--- src/rtl/pca_pkg.sv ---
// Shared types and constants for the pixel covariance accumulator.
package pca_pkg;

    localparam int SumW = 48;
    localparam logic signed [SumW-1:0] SumMax = {1'b0, {(SumW-1){1'b1}}};
    localparam logic signed [SumW-1:0] SumMin = {1'b1, {(SumW-1){1'b0}}};

    typedef enum logic [1:0] {
        ST_UPDATED = 2'd0,
        ST_SKIPPED = 2'd1,
        ST_RANGE   = 2'd2
    } status_t;

    typedef enum logic [1:0] {
        MODE_ALL     = 2'd0,
        MODE_HITS    = 2'd1,
        MODE_HIT_COV = 2'd2,
        MODE_SIG     = 2'd3
    } mode_t;

    typedef enum logic [1:0] {
        REG_SCALE   = 2'd0,
        REG_SUBMAP  = 2'd1,
        REG_WEIGHTS = 2'd2,
        REG_MODE    = 2'd3
    } reg_idx_t;

    // Controller to datapath commands
    typedef struct packed {
        logic capture;   // latch the accepted item and compute its address
        logic clr_step;  // write zeros at the clear address
        logic read;      // issue the memory reads for the item's pixel
        logic compute;   // apply the scale multiply and rounding to the products
        logic write;     // write back and load the result register
    } pca_cmd_t;

    // Datapath to controller status
    typedef struct packed {
        logic clr_last;  // clear sweep at its final entry
    } pca_stat_t;

    // Saturating 48-bit add of two signed values
    function automatic logic signed [SumW-1:0] sat_add(
        input logic signed [SumW-1:0] a,
        input logic signed [SumW-1:0] b
    );
        logic signed [SumW:0] s;
        s = {a[SumW-1], a} + {b[SumW-1], b};
        if (s[SumW] != s[SumW-1])
            return s[SumW] ? SumMin : SumMax;
        return s[SumW-1:0];
    endfunction

endpackage

--- src/rtl/pca_ctrl.sv ---
// Controller: clear sweep after reset, then capture, read, compute, write, deliver.
module pca_ctrl import pca_pkg::*; (
    input  logic      clk,
    input  logic      rst_n,
    input  logic      in_valid,
    output logic      in_ready,
    output logic      out_valid,
    input  logic      out_ready,
    input  pca_stat_t stat,
    output pca_cmd_t  cmd
);

    typedef enum logic [2:0] {
        S_CLEAR,
        S_IDLE,
        S_READ,
        S_COMP,
        S_WRITE
    } state_t;

    state_t state_reg, state_next;
    logic   out_valid_reg, out_valid_next;

    // Accept a new item only in idle and when the result register is free or being drained
    assign in_ready  = (state_reg == S_IDLE) && (!out_valid_reg || out_ready);
    assign out_valid = out_valid_reg;

    always_comb
    begin
        cmd            = '0;
        state_next     = state_reg;
        out_valid_next = out_valid_reg;
        if (out_valid_reg && out_ready)
            out_valid_next = 1'b0;
        case (state_reg)
            S_CLEAR:
            begin
                cmd.clr_step = 1'b1;
                if (stat.clr_last)
                    state_next = S_IDLE;
            end
            S_IDLE:
            begin
                if (in_valid && in_ready)
                begin
                    cmd.capture = 1'b1;
                    state_next  = S_READ;
                end
            end
            S_READ:
            begin
                cmd.read   = 1'b1;
                state_next = S_COMP;
            end
            S_COMP:
            begin
                cmd.compute = 1'b1;
                state_next  = S_WRITE;
            end
            S_WRITE:
            begin
                if (!out_valid_reg || out_ready)
                begin
                    cmd.write      = 1'b1;
                    out_valid_next = 1'b1;
                    state_next     = S_IDLE;
                end
            end
            default:
            begin
                state_next = S_IDLE;
            end
        endcase
    end

    // Hold state and the result valid flag
    always_ff @(posedge clk or negedge rst_n)
    begin
        if (!rst_n)
        begin
            state_reg     <= S_CLEAR;
            out_valid_reg <= 1'b0;
        end
        else
        begin
            state_reg     <= state_next;
            out_valid_reg <= out_valid_next;
        end
    end

endmodule
--- config.mk ---
export PLATFORM = sky130hd
export DESIGN_NAME = pca_ctrl
export DESIGN_NICKNAME = d
export VERILOG_FILES = /design/src/rtl/pca_pkg.sv /design/src/rtl/pca_ctrl.sv
export SDC_FILE = /design/constraint.sdc
export NUM_CORES = 1
export LEC_CHECK = 0
export BUFFER_PORTS_ARGS = -buffer_cell sky130_fd_sc_hd__buf_2
export CAP_MARGIN = 20
export CORE_AREA = 10 10 47 49
export CTS_BUF_LIST = sky130_fd_sc_hd__clkbuf_4
export DETAILED_ROUTE_END_ITERATION = 8
export DIE_AREA = 0 0 57 59
export SYNTH_ARGS = -nofsm -noshare
export SYNTH_HDL_FRONTEND = slang
export SYNTH_SLANG_ARGS = --single-unit
--- constraint.sdc ---
create_clock -name clk -period 1.4 [get_ports clk]
set_input_delay 0.28 -clock clk [delete_from_list [all_inputs] [get_ports clk]]
set_output_delay 0.28 -clock clk [all_outputs]
set_load 0.05 [all_outputs]
-- Word-level counts from Yosys, hierarchy flattened
Cells that the tools add are included.
Widths: inputs -> output; s select.
- bits in registers: 4
- output and inout bits: 7
- word-level logic and storage cells: 30
- equal/unequal tests: 7
- mux-type cells: 14
- reduce and logical (&&, ||, !) cells: 7
- operators with widths (cell ; count):
    $pmux 3 s5 ; 1
    $mux 1 ; 10
    $mux 3 ; 3
    $eq 3x2->1 const B ; 2
    $ne 2x2->1 const B ; 2
    $eq 3x1->1 const B ; 1
    $eq 3x3->1 const B ; 1
    $logic_and 1x1->1 ; 3
    $logic_not 3->1 ; 1
    $reduce_and 3->1 ; 1
    $ne 2x1->1 const B ; 1
    $logic_not 1->1 ; 1
    $logic_or 1x1->1 ; 1

-- Longest topological paths before layout
Gate-level depths: netlist of run 1.
- depth in word-level cells: 6
- mapped depth: 3

-- Worst setup path before layout of run 1
No wires, ideal clock.
- path type: reg2out
- start: register out_valid_reg, in the netlist out_valid
- end: output cmd[4] in the netlist's numbering
- data arrival time: 1.710 ns
- required time: 1.120 ns
- setup slack: -0.590 ns
- stages on the path, launching flop included: 4
- path buffers: 0
- path through: dfrtp_1 -> nor2b_4 -> nor3_4 -> and2_1
- RTL lines (item ; RTL line ; RTL):
    from (decl) ; pca_ctrl.sv:22 ; logic out_valid_reg, out_valid_next;
    from (signal assigned) ; pca_ctrl.sv:87 ; out_valid_reg <= out_valid_next;
    to (decl) ; pca_ctrl.sv:10 ; output pca_cmd_t cmd

==> results of run 1 <==
==> worst max-delay path: stages (launching register included) <==
cell and delay, ps:
dfrtp_2 400, nor2b_4 140, nor3_4 170, and2_4 170
buf_8 140
==> path summary, 6_finish.rpt <==
check                                   from           end  slack [ps]  depth (start not counted)
worst max-delay path               out_valid        cmd[4]        -120                          4
worst min-delay path                in_valid  state_reg[1]         350                          3
worst max register to register     out_valid  state_reg[0]         270                          4
worst min register to register  state_reg[2]  state_reg[1]         580                          2
max in group asynchronous              rst_n  state_reg[1]         900                          2
min in group asynchronous              rst_n  state_reg[2]         370                          2
==> final cells by class <==
class	instances	area (µm²)
Fill cell	154	897
Timing Repair Buffer	20	181
Multi-Input combinational cell	20	165
Sequential cell	4	104
Clock buffer	4	30.0
Tap cell	16	20.0
Inverter	1	3.75
==> synthesized netlist by cell type, drive strengths merged <==
cell type	number	area (µm²)
nor2b	1	13.8
o32a	1	10.0
nand2b	3	26.3
o22ai	1	6.26
nand4	1	6.26
inv	1	3.75
nor2	5	18.8
nor3	2	21.3
a21oi	3	15.0
nand2	2	7.51
dfrtp	4	100
and2	1	6.26
==> layout by cell type (no fill, tap or decap) <==
cell,synthesis,final
o22ai_1,1,1
nor3_4,1,2
clkbuf_4,0,4
nor2_2,0,2
buf_8,0,2
dfrtp_2,0,3
buf_2,0,5
dlygate4sd3_1,0,1
nand2b_4,1,2
a21oi_1,3,3
inv_2,1,1
nor2b_4,1,1
dfrtp_1,4,1
nor2_4,0,1
nand2b_1,2,1
nand2_1,2,2
nand4_1,1,1
o32a_1,1,1
buf_4,0,5
and2_4,0,1
nor2_1,5,2
buf_6,0,7
==> cells by family after synthesis <==
kind of cell	count (synthesis)	share of synthesized area [%]
AOI/OAI and AO/OA	5	13.3
buffers and inverters	1	1.59
DFF	4	42.6
and+or+nand+nor	15	42.6
==> metrics by stage <==
| stage | hold WS, ps | power (mW) | setup WS [ps] | util, % | instances |
|---|---|---|---|---|---|
| after floorplan | -15.6 | 0.797 | -378 | - | 25 |
| final | 350 | 1.44 | -121 | 36.0 | 65 |
| after detailed placement | 90.1 | 0.991 | 27.1 | 25.7 | 56 |
| after CTS | 347 | 1.43 | -129 | 35.1 | 65 |
| after global routing | 360 | 1.53 | -192 | 36.0 | 65 |
| after global placement | 85.8 | 0.984 | 30.7 | 25.7 | 56 |
==> layer usage <==
layer	wire length (µm)	up-vias	global-route usage [%]
met1	237	126	3.95
met2	415	6	7.60
met4	0	0	4.03
met3	56	0	2.58
met5	0	-	0
li1	-	136	-
==> report_power, final <==
part | internal (mW) | switching, mW | total (mW)
Combinational | 0.469 | 0.546 | 1.01
Sequential | 0.171 | 0.0819 | 0.253
Clock | 0.126 | 0.0503 | 0.177
==> timing repair <==
action / in CTS / in global routing
endpoints found under the hold margin: 4 / 0
hold buffers: 1 / 0
setup endpoints to repair: 6 / 6
gates resized for setup: 19 / 3
buffers inserted: 4 / 0
pin swaps: 2 / 0
==> qor.yml, run 1 <==
total_leakage_power_nw: 0.235
grt_max_degree: 8
synth_area_um2: 235
power_density_mw_per_mm2: 2860
hold_path_class: "primary input to flip-flop"
die_area_mm2: 0.00336
clock_skew_ps: 3.27
finalHoldViolCount: 0
status: "complete, but fails checks"
vias: 268
required_ps: 1120
initial_core_util_pct: 16.8
fp-row-count: 14
finalMaxSlewViolations: 0
place_area_um2: 360
io_pins: 12
vdd.ir_drop.worst_mv: 0.688
cts_tree: "done"
syn_area_per_cell_um2: 9.41
cts.sinks: 4
rsz0062_at_grt: "true"
place_congestion: 0.646
drc: 0
detailedRoute.firstPassIterationCount: 2
port_buffers: 11
syn-num-nets: 30
tightest_slew_ps: 251
maxCapViolCount: 0
violations: "negative setup slack"
end_kind: "output port"
synth_warnings: 0
area_growth_syn_to_layout_pct: 114
overflow: 0
grt_pass1_wl_mm: 1.19
nets: 55
start_kind: "flip-flop"
antenna_found_initial: 0
fin_crit_ps: 1520
routed_via_density: 4.12
setup_viol: 4
largest_reg_flops: 3
die_x_um: 57
h-tree-depth: 1
grt_pass1_vias: 299
drt-total-wl_um: 709
synth-seq-area-share_pct: 42.6
layout-drive-gt1-share_pct: 73.5
cts_made_buffers: 3
timing.setup.tns_ps: -304
worstPathArrival_ps: 1240
ys_seq_elements: 4
fp.dieH_um: 59
fmax_mhz: 657
setup_ws_ps: -121
diodes: 0
clk_latency_ps: 240
dr.first_iter.drc_count: 2
path_clk_slew_ps: 40
cts.path.max_buffers: 2
yosysUniqueCellTypes: 14
min_period_over_period_pct: 109
design_area_um2: 504
wl_per_cell_um: 10.9
critPathKind: "flip-flop to output port"
core_area_mm2: 0.00140
dp_hpwl_um: 544
antenna_left: 0
grt_use_total_pct: 4.59
crit_fanout: 2
cts_root_buffer: "clkbuf_4"
postSynthCellCount: 25
relSlewSlack_pct: 83.4
No activity file was read; power rests on OpenSTA's default activity.
==> inputs of run 2 (changes only) <==
==> constraint.sdc (replaced) <==
create_clock -name clk -period 1.5 [get_ports clk]
set_input_delay 0.3 -clock clk [delete_from_list [all_inputs] [get_ports clk]]
set_output_delay 0.3 -clock clk [all_outputs]
set_load 0.05 [all_outputs]
==> run 2 against run 1 <==
  * The flow still finishes with violations (negative setup slack)
  * Register-to-register slack improved by 100 ps
  * Core utilization decreased by 4.6 points
  * Sequential share of layout area increased by 3.0 points
  * Non-clock buffer count decreased by 4
  * Largest cell class is now multi-input gates
  * Via count decreased by 2.6%
  * Hold slack improved by 24 ps
  * Combinational power decreased by 17%
  * Worst setup slack improved by 77 ps
  * Global-route usage increased by 0.13 points
  * Critical endpoint unchanged
  * Critical path depth unchanged
  * Power decreased by 15%
  * Sequential power decreased by 9.5%
==> qor.yml, run 2 (same netlist as run 1, synthesis figures left out) <==
status: "complete, but fails checks"
violations: "negative setup slack"
port_buffers: 11
finalHoldViolCount: 0
grt_use_total_pct: 4.72
r2r_start: "state_reg[2]"
fmax_mhz: 648
clk_latency_ps: 240
setup_viol: 2
worstSetupStartpoint: "state_reg[2]"
largest_reg_flops: 3
overflow: 0
layout-drive-gt1-share_pct: 71.1
power_density_mw_per_mm2: 2800
die_area_mm2: 0.00336
maxCapViolCount: 0
grt_max_degree: 8
tightest_slew_ps: 254
min_period_over_period_pct: 103
routed_via_density: 4.28
total_leakage_power_nw: 0.206
grt_pass1_vias: 268
initial_core_util_pct: 16.8
place_congestion: 0.652
detailedRoute.firstPassIterationCount: 4
worstPathArrival_ps: 1240
nets: 51
fp-row-count: 14
cts.sinks: 4
cts_made_buffers: 3
timing.setup.tns_ps: -55.8
wl_per_cell_um: 12.1
dr.first_iter.drc_count: 1
cts_root_buffer: "clkbuf_4"
final_common_cell: "buf_2"
multi_input_area_um2: 149
setup_ws_ps: -43.7
report.power.total_mw: 1.23
vias: 261
end_kind: "output port"
io_pins: 12
worstHoldStart: "in_valid"
critPathKind: "flip-flop to output port"
start_kind: "flip-flop"
rsz0062_at_grt: "true"
fp.dieH_um: 59
clock_skew_ps: 6.27
regArea_um2: 104
mostFrequentLayoutCells: "6 x buf_2, 4 x clkbuf_4, 4 x buf_4"
hold_path_class: "primary input to flip-flop"
core_area_mm2: 0.00140
die_x_um: 57
n_fill_cell: 155
finalMaxSlewViolations: 0
crit_fanout: 3
antenna_found_initial: 0
cts.path.max_buffers: 2
cts_tree: "done"
diodes: 0
vdd.ir_drop.worst_mv: 1.22
fin_crit_ps: 1540
path_clk_slew_ps: 40
required_ps: 1200
drt-total-wl_um: 740
dp_hpwl_um: 607
h-tree-depth: 1
relSlewSlack_pct: 83.2
area_growth_syn_to_layout_pct: 87.2
drc: 0
hold_ws_ps: 373
antenna_left: 0
grt_pass1_wl_mm: 1.09
[run 2: what timing repair did]
item / CTS / global route
resized for setup: 9 / 8
cloned: 0 / 0
endpoints found under the setup margin: 5 / 5
hold buffers: 1 / 0
setup buffers: 2 / 1
hold endpoints to repair: 4 / 0
pin swaps: 3 / 0
[run 2: worst paths after layout]
path / end / cells after the start / slack (ps)
min: state_reg[1] / 3 / 370
max: cmd[4] / 4 / -40
max reg2reg: state_reg[0] / 4 / 370
max in group asynchronous: state_reg[0] / 2 / 970
min in group asynchronous: out_valid / 2 / 390
min reg2reg: state_reg[1] / 2 / 580
[run 2: metrics by stage]
| step | area [µm²] | cells | utilization [%] | setup WS (ps) |
|---|---|---|---|---|
| after CTS | 410 | 60 | 29.3 | -60.6 |
| final | 440 | 61 | 31.4 | -43.7 |
| after detailed placement | 332 | 53 | 23.7 | 92.4 |
| after floorplan | 249 | 25 | - | -298 |
| after global placement | 332 | 53 | 23.7 | 116 |
| after global routing | 440 | 61 | 31.4 | -115 |
[run 2: where the power goes]
group / leakage (nW) / switching [mW] / internal (mW)
Sequential: 0.0473 / 0.0695 / 0.160
Clock: 0.0184 / 0.0480 / 0.118
Combinational: 0.141 / 0.484 / 0.353
Total: 0.206 / 0.601 / 0.631
[run 2: worst max-delay path: stages, from the launching register on]
cell and delay, ps:
dfrtp_1 370, nand2b_4 160, nor3_4 170, and2_4 170, buf_8 130
[run 2: area by class of cell]
class | instances | share of cell area (%)
inverters | 1 | 0.852
flip-flops and latches | 4 | 23.6
repair buffers | 16 | 30.4
well taps | 16 | 4.55
multi-input cells | 20 | 33.8
clock buffers | 4 | 6.82
[run 2: per-layer routing]
metal  GRT usage [%]  vias up  wire (µm)
li1                -      128          -
met3            1.93        2         41
met2            6.20       11        360
met4            8.05        0         27
met5               0        -          0
met1            4.31      120        311
